`src/rpu_pkg.sv`:
```
// ----------------------------------------------------------------------------
// rpu_pkg
// Shared types and constants of the reaction propensity updater.
// ----------------------------------------------------------------------------
package rpu_pkg;

    typedef enum logic [1:0] {
        CMD_DEFINE = 2'd0,
        CMD_SET    = 2'd1,
        CMD_FIRE   = 2'd2,
        CMD_EMIT   = 2'd3
    } cmd_code_t;

    localparam logic [1:0] ST_OK        = 2'd0;
    localparam logic [1:0] ST_BAD_INDEX = 2'd1;
    localparam logic [1:0] ST_SATURATED = 2'd2;

    localparam logic REG_REACTION_COUNT = 1'b0;
    localparam logic REG_COEFF_FRAC     = 1'b1;

    localparam logic [30:0] COUNT_MAX     = 31'h7FFF_FFFF;
    localparam logic [6:0]  FRAC_RESET    = 7'd32;
    localparam logic [2:0]  SLOT_LAST     = 3'd6;

    typedef struct packed {
        logic [1:0]  nr;
        logic [5:0]  reac0;
        logic [5:0]  reac1;
        logic [2:0]  np;
        logic [29:0] prod;
    } shape_t;

    typedef enum logic [2:0] {
        MS_NONE,
        MS_TERM,
        MS_LO,
        MS_HI,
        MS_SUM,
        MS_SHIFT
    } mstep_t;

    typedef enum logic [1:0] {
        CS_SLOT,
        CS_R0,
        CS_R1
    } cnt_sel_t;

    typedef struct packed {
        logic     latch_in;
        logic     def_wr;
        logic     set_wr;
        logic     shape_rd;
        logic     shape_fire;
        logic     fire_cap;
        logic     slot_inc;
        logic     cnt_rd;
        cnt_sel_t cnt_sel;
        logic     upd_wr;
        logic     m_inc;
        logic     dep_cap;
        logic     n0_cap;
        logic     n1_cap;
        mstep_t   mstep;
        logic     push;
        logic     done;
        logic     set_bad;
    } dp_cmd_t;

    typedef struct packed {
        logic fire_ok;
        logic scan_more;
        logic slot_en;
        logic slot_last;
        logic dep;
        logic out_free;
        logic pend_valid;
    } dp_sts_t;

endpackage

```
`src/rpu_ctrl.sv`:
```
// ----------------------------------------------------------------------------
// rpu_ctrl
// Sequencer: steps the datapath through define, set, fire and scan.
// ----------------------------------------------------------------------------
module rpu_ctrl
    import rpu_pkg::*;
(
    input  logic      clk,
    input  logic      rst_n,
    input  logic      in_valid,
    input  logic [1:0] command,
    output logic      in_ready,
    input  dp_sts_t   sts,
    output dp_cmd_t   cmd
);

    typedef enum logic [4:0] {
        S_IDLE, S_DEF, S_SET, S_FCHK, S_FCAP, S_UPD_RD, S_UPD_WR,
        S_SCAN_RD, S_SCAN_CHK, S_RD0, S_RD1, S_N1, S_TERM, S_LO,
        S_HI, S_SUM, S_SHIFT, S_PUSH, S_DONE
    } state_t;

    state_t state_reg, state_next;

    always_ff @(posedge clk or negedge rst_n)
    begin
        if (!rst_n)
        begin
            state_reg <= S_IDLE;
        end
        else
        begin
            state_reg <= state_next;
        end
    end

    assign in_ready = (state_reg == S_IDLE);

    always_comb
    begin
        cmd        = '0;
        state_next = state_reg;
        case (state_reg)
            S_IDLE:
            begin
                if (in_valid)
                begin
                    cmd.latch_in = 1'b1;
                    case (cmd_code_t'(command))
                        CMD_DEFINE: state_next = S_DEF;
                        CMD_SET:    state_next = S_SET;
                        CMD_FIRE:   state_next = S_FCHK;
                        CMD_EMIT:   state_next = S_SCAN_RD;
                        default:    state_next = S_DONE;
                    endcase
                end
            end
            S_DEF:
            begin
                cmd.def_wr = 1'b1;
                state_next = S_DONE;
            end
            S_SET:
            begin
                cmd.set_wr = 1'b1;
                state_next = S_DONE;
            end
            S_FCHK:
            begin
                if (sts.fire_ok)
                begin
                    cmd.shape_rd   = 1'b1;
                    cmd.shape_fire = 1'b1;
                    state_next     = S_FCAP;
                end
                else
                begin
                    cmd.set_bad = 1'b1;
                    state_next  = S_DONE;
                end
            end
            S_FCAP:
            begin
                cmd.fire_cap = 1'b1;
                state_next   = S_UPD_RD;
            end
            S_UPD_RD:
            begin
                if (sts.slot_en)
                begin
                    cmd.cnt_rd  = 1'b1;
                    cmd.cnt_sel = CS_SLOT;
                    state_next  = S_UPD_WR;
                end
                else if (sts.slot_last)
                begin
                    state_next = S_SCAN_RD;
                end
                else
                begin
                    cmd.slot_inc = 1'b1;
                end
            end
            S_UPD_WR:
            begin
                cmd.upd_wr = 1'b1;
                if (sts.slot_last)
                begin
                    state_next = S_SCAN_RD;
                end
                else
                begin
                    cmd.slot_inc = 1'b1;
                    state_next   = S_UPD_RD;
                end
            end
            S_SCAN_RD:
            begin
                if (sts.scan_more)
                begin
                    cmd.shape_rd = 1'b1;
                    state_next   = S_SCAN_CHK;
                end
                else
                begin
                    state_next = S_DONE;
                end
            end
            S_SCAN_CHK:
            begin
                cmd.dep_cap = 1'b1;
                if (sts.dep)
                begin
                    state_next = S_RD0;
                end
                else
                begin
                    cmd.m_inc  = 1'b1;
                    state_next = S_SCAN_RD;
                end
            end
            S_RD0:
            begin
                cmd.cnt_rd  = 1'b1;
                cmd.cnt_sel = CS_R0;
                state_next  = S_RD1;
            end
            S_RD1:
            begin
                cmd.n0_cap  = 1'b1;
                cmd.cnt_rd  = 1'b1;
                cmd.cnt_sel = CS_R1;
                state_next  = S_N1;
            end
            S_N1:
            begin
                cmd.n1_cap = 1'b1;
                state_next = S_TERM;
            end
            S_TERM:
            begin
                cmd.mstep  = MS_TERM;
                state_next = S_LO;
            end
            S_LO:
            begin
                cmd.mstep  = MS_LO;
                state_next = S_HI;
            end
            S_HI:
            begin
                cmd.mstep  = MS_HI;
                state_next = S_SUM;
            end
            S_SUM:
            begin
                cmd.mstep  = MS_SUM;
                state_next = S_SHIFT;
            end
            S_SHIFT:
            begin
                cmd.mstep  = MS_SHIFT;
                state_next = S_PUSH;
            end
            S_PUSH:
            begin
                if (!sts.pend_valid || sts.out_free)
                begin
                    cmd.push   = 1'b1;
                    cmd.m_inc  = 1'b1;
                    state_next = S_SCAN_RD;
                end
            end
            S_DONE:
            begin
                if (sts.out_free)
                begin
                    cmd.done   = 1'b1;
                    state_next = S_IDLE;
                end
            end
            default:
            begin
                state_next = S_IDLE;
            end
        endcase
    end

endmodule

```
`config.mk`:
```
export PLATFORM = sky130hd
export DESIGN_NAME = rpu_ctrl
export DESIGN_NICKNAME = d
export VERILOG_FILES = /design/src/rpu_pkg.sv /design/src/rpu_ctrl.sv
export SDC_FILE = /design/constraint.sdc
export NUM_CORES = 1
export LEC_CHECK = 0
export BUFFER_PORTS_ARGS = -buffer_cell sky130_fd_sc_hd__buf_2
export CAP_MARGIN = 40
export CORE_MARGIN = 2
export CORE_UTILIZATION = 45
export DETAILED_ROUTE_END_ITERATION = 10
export PLACE_DENSITY_LB_ADDON = 0.08
export SLEW_MARGIN = 20
export SYNTH_ARGS = -nofsm -noshare
export SYNTH_HDL_FRONTEND = slang
export SYNTH_SLANG_ARGS = --single-unit
```
`constraint.sdc`:
```
create_clock -name clk -period 4.7 [get_ports clk]
set_clock_uncertainty 0.1 [all_clocks]
set_input_delay 0.94 -clock clk [delete_from_list [all_inputs] [get_ports clk]]
set_output_delay 0.94 -clock clk [all_outputs]
set_load 0.1 [all_outputs]
```
* After elaboration in Yosys (flattened, before gate mapping)
Cells that the tools add are included.
** Operators by class
- Mux-type cells :: 38
- Reduce and logical (&&, ||, !) cells :: 6
- Eq/ne operators :: 25
** Operator list (number)
- $pmux 5 s18 :: 1
- $eq 5x4->1 const B :: 8
- $mux 5 :: 7
- $eq 5x3->1 const B :: 4
- $mux 1 :: 20
- $pmux 5 s4 :: 1
- $eq 5x5->1 const B :: 3
- $pmux 3 s5 :: 1
- $eq 5x2->1 const B :: 2
- $pmux 3 s3 :: 1
- $ne 2x2->1 const B :: 3
- $pmux 1 s2 :: 3
- $eq 5x1->1 const B :: 1
- $logic_not 5->1 :: 1
- $eq 2x2->1 const B :: 2
- $mux 2 :: 2
- $mux 4 :: 1
- $reduce_and 4->1 :: 1
- $mux 3 :: 1
- $ne 3x3->1 const B :: 1
- $eq 2x1->1 const B :: 1
- $logic_not 2->1 :: 1
- $reduce_or 2->1 :: 1
- $logic_not 1->1 :: 1
- $logic_or 1x1->1 :: 1
** Storage, ports and cells
- Register bits after elaboration :: 5
- Logic and storage cells :: 70
- Output and inout bits :: 22
- Input bits :: 12

* Longest topological paths before layout
Gate-level depths: netlist of run 1.
- Word-level depth :: 4
- Depth in mapped cells :: 7
- Depth with buffers taken out :: 5

* Worst setup path after synthesis of run 1
OpenSTA, ideal clock, no wires.
- Kind :: in2out
- Start point :: input port sts[4] in the netlist's numbering
- End point :: output port cmd[14] in the netlist's numbering
- Buffers on the path :: 0
- Required time :: 3.660 ns
- Data arrival time :: 4.174 ns
- Slack :: -0.514 ns
- Stages on the path :: 2
- Path through :: o21ai_0 > nor4b_1
** RTL lines
- start, declared :: RTL line rpu_ctrl.sv:13 : input dp_sts_t sts,
- end, declared :: RTL line rpu_ctrl.sv:14 : output dp_cmd_t cmd

==> run summary, run 1 <==
The first global-routing pass estimated 3430 microns of wire. The final count of hold timing violations is 0, and the routed via count is 896. TritonCTS built the clock tree.

The share of the cycle needed by the critical path after routing works out to 65.7%. The run finished with clean final reports. The detail-routed via count per cell is 5.93, and the max-slew violation total from the final report is 0.

The run gives 18.0% as the sequential share of power. Via count of the first global-routing pass: 760. The register with the most flip-flops in the layout has 5 of them. The logs give 106 for the count of mapped cells out of synthesis and 0 for the count of maximum capacitance violations.

The die area is 1880 sq um, and the proportion of layout cells with a drive suffix above 1 is 32.6%. For this design the static power due to leakage is 0.000430 uW. In this run the count of I/O pins placed on the die edge is 34.

The later pin in the worst-skew pair is clocked with a latency of 0.24 ns. The number of rows created at floorplan is 14, and the overall power consumption is 726 uW. For this block, the initial DRC count from the detailed router was 37.

Of the total power, the share spent switching nets is 69.2%. The peak per-stage delay on the critical path is 0.57 ns. For the total iterations of the first detailed-routing run, the log shows 4.

After the flow finishes, the layout carries non-filler instances totaling 151. The logs give 34 for the number of unique standard cell types used by synthesis and 0 for the remaining number of nets flagged by the antenna check after routing. The finished cells cover 870 sq um. The placed instances occupy a cell area of 843 sq um. The switching power was 503 uW; the slew at the pin closest to its max-slew limit was 0.588 ns. Clock tree synthesis selected as its root buffer the cell clkbuf_4. The total overflow left after global routing is 0. Relative to the synthesized area, the layout overhead comes to 24.6%. The width of the die came out at 43.4 microns.

Buffers inserted during clock tree synthesis total 3. At the end of routability-driven placement, the weighted congestion stood at 0.809. For the worst-case clock buffer depth, the log shows 2. The clock slew at the register clock pins of the worst setup and hold paths came out at 0.04 ns. Initial antenna violation count: 0. In this run the vertical extent of the chip is 43.4 microns. In this run the power density over the cells is 835 nW/um^2. The post-synthesis instance area came out at 698 sq um. Across the VDD grid, the largest voltage drop is 0.574 mV. The core region is 1470 sq um.

In the final timing run, aggregate negative setup slack is 0 ns. The run gives 75.1% as the part of the total power dissipated in combinational logic. The average cell area after synthesis is 6.59 sq um.

0 antenna diodes ended up in the layout. The Yosys warning count is 0. The worst setup path is captured at an output port. The total internal power came out at 224 uW.

Setup repair after global routing left no endpoint under its margin. After layout, the minimum clock period comes to 3.09 ns. The count of port buffers added during placement was 33; the endpoint arrival time on the critical path was 2.05 ns.

The standard cell with the maximum stage delay on the critical path was dfrtp_1. The setup path with the least slack is of type flip-flop to output port. The critical path goes through or3_4 -> nor3_4 -> and2_1 -> buf_2. The largest net degree at the start of global routing is 20. For this block, the routed nets add up to 2070 microns of wire. The clock sink count came out at 5. Detailed placement finished with a half-perimeter wire length of 1560 microns. Deepest level of the CTS H-tree: 1. The initial utilization of the core area, before any placement, comes to 47.4%. For this run, design rule violations remaining after detail routing come to 0.

The post-cts repair resize count is 0. The count of hold buffers inserted by post-cts repair was 0; the post-CTS setup buffer count was 0. Wire length per cell: 13.7 microns. In this run, synthesis produced a sequential element count of 5. In this run, the clock network consumes 6.9% of the power. The required time of the critical path came out at 3.66 ns. The worst setup path is launched from a flip-flop. The logs give 148 for the post-layout net count and 59.1% for the final cell utilization of the core. Setup violations remaining at the end of the flow were counted as 0. The run gives 60.8% as the tightest slew margin relative to the limit. The worst hold path belongs to the class input pin to async pin. The biggest fanout along the worst timing path is 19. The placed instance count came out at 147. The achievable frequency is 0.324 GHz, and the overall track demand over capacity in global routing is 24.2%.

The share of the yosys chip area belonging to registers was 17.9%; the depth of the worst register-to-register path was 5. The net count of the mapped netlist was 118.
[per-stage QoR]
stage	worst slack, ns	hold slack, ns
after CTS	1.61	0.397
final	1.61	0.400
after floorplan	0.610	0.544
after global routing	1.45	0.392
after detailed placement	1.79	0.657
after global placement	1.82	0.654
[synthesized netlist by cell type]
library cell / count / area [sq um]
inv_1: 3 / 11.3
nand2_1: 13 / 48.8
nor3_1: 8 / 40.0
nand3_1: 6 / 30.0
and2b_4: 1 / 10.0
and3b_1: 2 / 17.5
dfrtp_1: 5 / 125
inv_2: 1 / 3.75
or3_4: 1 / 11.3
a311oi_1: 2 / 17.5
nor2b_1: 1 / 6.26
o22ai_1: 2 / 12.5
and3_1: 2 / 12.5
nor2_2: 1 / 6.26
a21oi_1: 4 / 20.0
nor3_4: 1 / 16.3
and2_1: 1 / 6.26
nand2b_1: 4 / 25.0
o32ai_1: 1 / 8.76
mux2i_1: 1 / 10.0
o21ai_1: 1 / 5.00
buf_2: 5 / 25.0
nor2_1: 15 / 56.3
o21ai_0: 8 / 40.0
or2_2: 1 / 6.26
a2111oi_0: 1 / 8.76
and2b_1: 1 / 7.51
buf_6: 1 / 11.3
o2111ai_1: 2 / 17.5
a211oi_1: 2 / 15.0
buf_4: 2 / 15.0
or3_1: 2 / 12.5
a31oi_1: 2 / 12.5
nor4b_1: 3 / 26.3
[logic make-up (layout without fill, tap and decap cells)]
kind of cell           after synthesis  after routing  share of synthesized area, %
AO/OA/AOI/OAI                       25             25                          22.6
buffers and inverters               12             41                          9.50
flip-flops                           5              5                          17.9
multiplexers                         1              1                          1.43
AND/OR/NAND/NOR                     63             63                          48.6
[power groups by stage]
stage | combinational [uW] | clock, uW | sequential [uW]
after floorplan | 519 | 0 | 75.5
after global placement | 545 | 0 | 131
after detailed placement | 546 | 0 | 129
after CTS | 547 | 51.3 | 128
after global routing | 583 | 54.8 | 137
final | 546 | 50.2 | 131
[area by class of cell]
type	count	area, sq um
clock buffer	4	26.3
fill	151	602
inverter	4	15.0
multi-input combinational	89	518
sequential	5	125
tap	16	20.0
timing repair buffer	33	165
[worst max-delay path: cells and delay by family, from the launching register on]
kind | cells | cell delay (ns)
buffers and inverters | 1 | 0.41
DFF | 1 | 0.57
and+or+nand+nor | 3 | 0.81
[per-layer routing]
layer,up-vias,GRT usage [%],part of all wire (%),wire [microns]
met4,0,7.27,0.48,10
li1,442,-,-,-
met1,407,33.2,42,875
met5,-,0,0,0
met2,45,38.2,47,973
met3,2,5.42,10,214
[worst paths after layout]
path | startpoint | slack (ns) | endpoint
hold reg to reg | state_reg[1] | 0.79 | state_reg[1]
min in group clk | state_reg[1] | 0.79 | state_reg[1]
setup / recovery | state_reg[0] | 1.61 | cmd[20]
max in group asynchronous | rst_n | 3.97 | state_reg[1]
setup reg to reg | state_reg[4] | 2.60 | state_reg[1]
hold / removal | rst_n | 0.40 | state_reg[0]
[placed cells by master, fill, tap and decap left out]
cell type	instances
nor3_1	8
clkbuf_4	3
o21ai_0	8
o21ai_1	1
nor4b_2	1
nand2b_1	4
inv_2	1
and3b_1	2
dfrtp_1	5
a311oi_1	2
nor2_1	15
nor2b_1	1
a2111oi_0	1
o22ai_1	2
nor2_2	1
and2_1	1
a211oi_2	1
or3_4	1
a31oi_1	2
and2b_1	1
buf_2	33
o32ai_1	1
and3_1	2
a211oi_1	1
nand3_1	6
nor4b_1	2
or3_1	2
mux2i_1	1
o2111ai_1	2
nor3_4	1
and2b_4	1
inv_1	3
nand2_1	13
clkbuf_1	1
or2_2	1
a21oi_1	4
No activity file was read; power rests on OpenSTA's default activity.
==> run 2, diff against run 1 <==
--- a/config.mk
+++ b/config.mk
@@ -8,7 +8,7 @@
 export BUFFER_PORTS_ARGS = -buffer_cell sky130_fd_sc_hd__buf_2
 export CAP_MARGIN = 40
 export CORE_MARGIN = 2
-export CORE_UTILIZATION = 45
+export CORE_UTILIZATION = 40
 export DETAILED_ROUTE_END_ITERATION = 10
 export PLACE_DENSITY_LB_ADDON = 0.08
 export SLEW_MARGIN = 20
==> constraint.sdc (replaced) <==
create_clock -name clk -period 2.75 [get_ports clk]
set_clock_uncertainty 0.1 [all_clocks]
set_input_delay 0.55 -clock clk [delete_from_list [all_inputs] [get_ports clk]]
set_output_delay 0.55 -clock clk [all_outputs]
set_load 0.1 [all_outputs]
==> run summary, run 2 (synthesized netlist as in run 1, its figures left out) <==
The number of rows created at floorplan is 15 (+1). The logs give 0.0183 ns (-0.381 ns) for the worst hold slack and 2100 sq um (+11%) for the die area. The depth of the worst register-to-register path works out to 5 (unchanged).

Compared with the post-synthesis result, the final layout area differs by 36.7%. The worst-case clock buffer depth came out at 2 (unchanged). The most common library cell in the layout ignoring fill and taps was buf_2. For the endpoint arrival time on the critical path, the log shows 1.95 ns (-0.10 ns). The y dimension of the die came out at 45.8 microns (+5.5%). Worst-skew pair later-pin latency: 0.24 ns (about the same).

The required time of the critical path is 2.10 ns (-1.56 ns), and the leakage power total is 0.000449 uW (+4.4%). The logs give 3 (unchanged) for the number of clock buffers inserted by TritonCTS and 1690 sq um (+15%) for the placeable core area. The logs give 17 (-15%) for the largest net degree at the start of global routing and 0.384 GHz for the achievable frequency.

The tools report the remaining number of nets flagged by the antenna check after routing as 0 (unchanged). The width of the die came out at 45.8 microns (+5.5%). The path class of the tightest hold or removal check is input pin to async pin. The tools report the global-route congestion overflow total as 0 (unchanged). The reg2reg setup slack was 0.65 ns (-1.95 ns).

The slew at the pin closest to its max-slew limit was 0.477 ns (-0.111 ns); the detail-routed via count per cell was 5.85 (-1.5%). The routed via count was 906 (+1.1%). The tools report the worst supply voltage drop on vdd as 0.711 mV (+24%). The placer's final routability congestion estimate is 0.884 (+9.3%). The top cell types in the final layout, fill and taps aside, are buf_2 (30), nand2_1 (12), nor2_1 (12), o21ai_0 (8), nor3_1 (7). STA classifies the critical path startpoint as a flip-flop. The count of hold buffers inserted by post-cts repair is 0 (unchanged), and the areal power density over the cells is 1390 nW/um^2 (+66%). The effective utilization at floorplan is 41.3% (-6.1 points). The nature of the critical path endpoint was an output port. The number of diodes added for antenna fixing is 0 (unchanged). The root buffer selected by CTS is clkbuf_4. For the final count of hold timing violations, the log shows 0 (unchanged). The endpoint of the most critical setup path was in_ready. The run gives 151 (+2.0%) as the post-layout net count. Total detailed-routing wirelength: 2100 microns (+1.3%).

The share of the cycle needed by the critical path after routing came out at 94.7%. The logs give 0 (unchanged) for the total of endpoints with negative setup slack in the final report and 744 (-2.1%) for the via count of the first global-routing pass. The biggest fanout along the worst timing path was 16 (-3); the wire length per cell was 13.5 microns (-1.3%). The proportion of layout cells with a drive suffix above 1 was 41.3% (+8.7 points); the max-slew violation total from the final report was 0 (unchanged).

Setup repair after global routing left no endpoint under its margin. The endpoint of the most critical register-to-register path was state_reg[1]. Count of maximum capacitance violations: 0 (unchanged). The overall track demand over capacity in global routing is 21.0% (-3.2 points). TritonCTS built the clock tree.

The clock slew at the register clock pins of the worst setup and hold paths came out at 0.04 ns (about the same). The count of port buffers added during placement came out at 33 (unchanged). The setup TNS is 0 ns (unchanged), and the time the final worst path needs with I/O delays and setup is 2.60 ns. The final routed DRC violation total is 0 (unchanged), and the placed wire-length estimate after detailed placement is 1700 microns (+9.3%). The total iterations of the first detailed-routing run is 4 (unchanged). The worst register-to-register path begins at state_reg[1]. The tools report the first-pass GRT wire length as 3300 microns (-3.8%). The run finished with clean final reports. In this run the worst setup path begins at state_reg[1].

The logs give 5 (unchanged) for the clock sink count and 1 (unchanged) for the deepest level of the CTS H-tree. The tools report the tightest slew margin relative to the limit as 67.4% (+6.6 points). The setup path with the least slack is of type flip-flop to output port. The number of DRC markers in iteration 0 came out at 10 (-73%). The flip-flop count of the largest register, all copies and words added was 5 (unchanged); the initial antenna violation count was 0 (unchanged).

The tools report the I/O pin count as 34 (unchanged).
==> run 2: cell types whose count changed in the layout (fill, tap and decap cells not counted), moves of 2 or more <==
cell / previous run / this run
nor2_2: 1 / 4
clkbuf_4: 3 / 5
nor2_1: 15 / 12
buf_4: 0 / 3
buf_2: 33 / 30
==> run 2: power breakdown <==
part / switching, uW / internal, uW
Combinational: 771 / 280
Clock: 27.7 / 54.7
Sequential: 90.9 / 102
Total: 890 / 437
==> run 2: layer usage <==
| metal | up-vias | wire length [microns] | global-route usage [%] |
|---|---|---|---|
| li1 | 450 | - | - |
| met1 | 415 | 953 | 30.4 |
| met2 | 39 | 979 | 33.8 |
| met3 | 2 | 146 | 3.57 |
| met4 | 0 | 20 | 2.29 |
| met5 | - | 0 | 0 |
==> run 2: layout make-up <==
type / count / area [sq um]
clock buffer: 4 / 26.3
sequential: 5 / 125
inverter: 4 / 15.0
multi-input combinational: 89 / 559
tap: 17 / 21.3
fill: 184 / 734
timing repair buffer: 36 / 208
==> run 2: how the worst min path moves through the flow <==
stage	endpoint	slack [ns]
after floorplan	state_reg[0]	0.15
after global placement	state_reg[3]	0.27
after detailed placement	state_reg[4]	0.27
after CTS	state_reg[3]	0.02
after global routing	state_reg[3]	0.01
final	state_reg[3]	0.02
==> run 2: what timing repair did <==
action                     in CTS  in global routing
setup buffers                   0                  0
resized for setup               0                  2
setup endpoints to repair       0                  2
==> run 2: worst max-delay path: stages (launching register included) <==
cell	delay, ns
dfrtp_1	0.53
or3_4	0.49
nor3_4	0.23
buf_2	0.46
==> run 2: through the flow <==
stage | util [%] | instances | setup WS [ns] | total power [uW] | instance area, sq um
2_1_floorplan | - | 106 | -0.755 | 1060 | 751
3_3_place_gp | 54.7 | 151 | 0.362 | 1240 | 923
3_5_place_dp | 54.7 | 151 | 0.358 | 1240 | 923
4_1_cts | 56.2 | 155 | 0.0972 | 1330 | 950
5_1_grt | 56.5 | 155 | 0.0473 | 1400 | 955
6_report | 56.5 | 155 | 0.146 | 1330 | 955
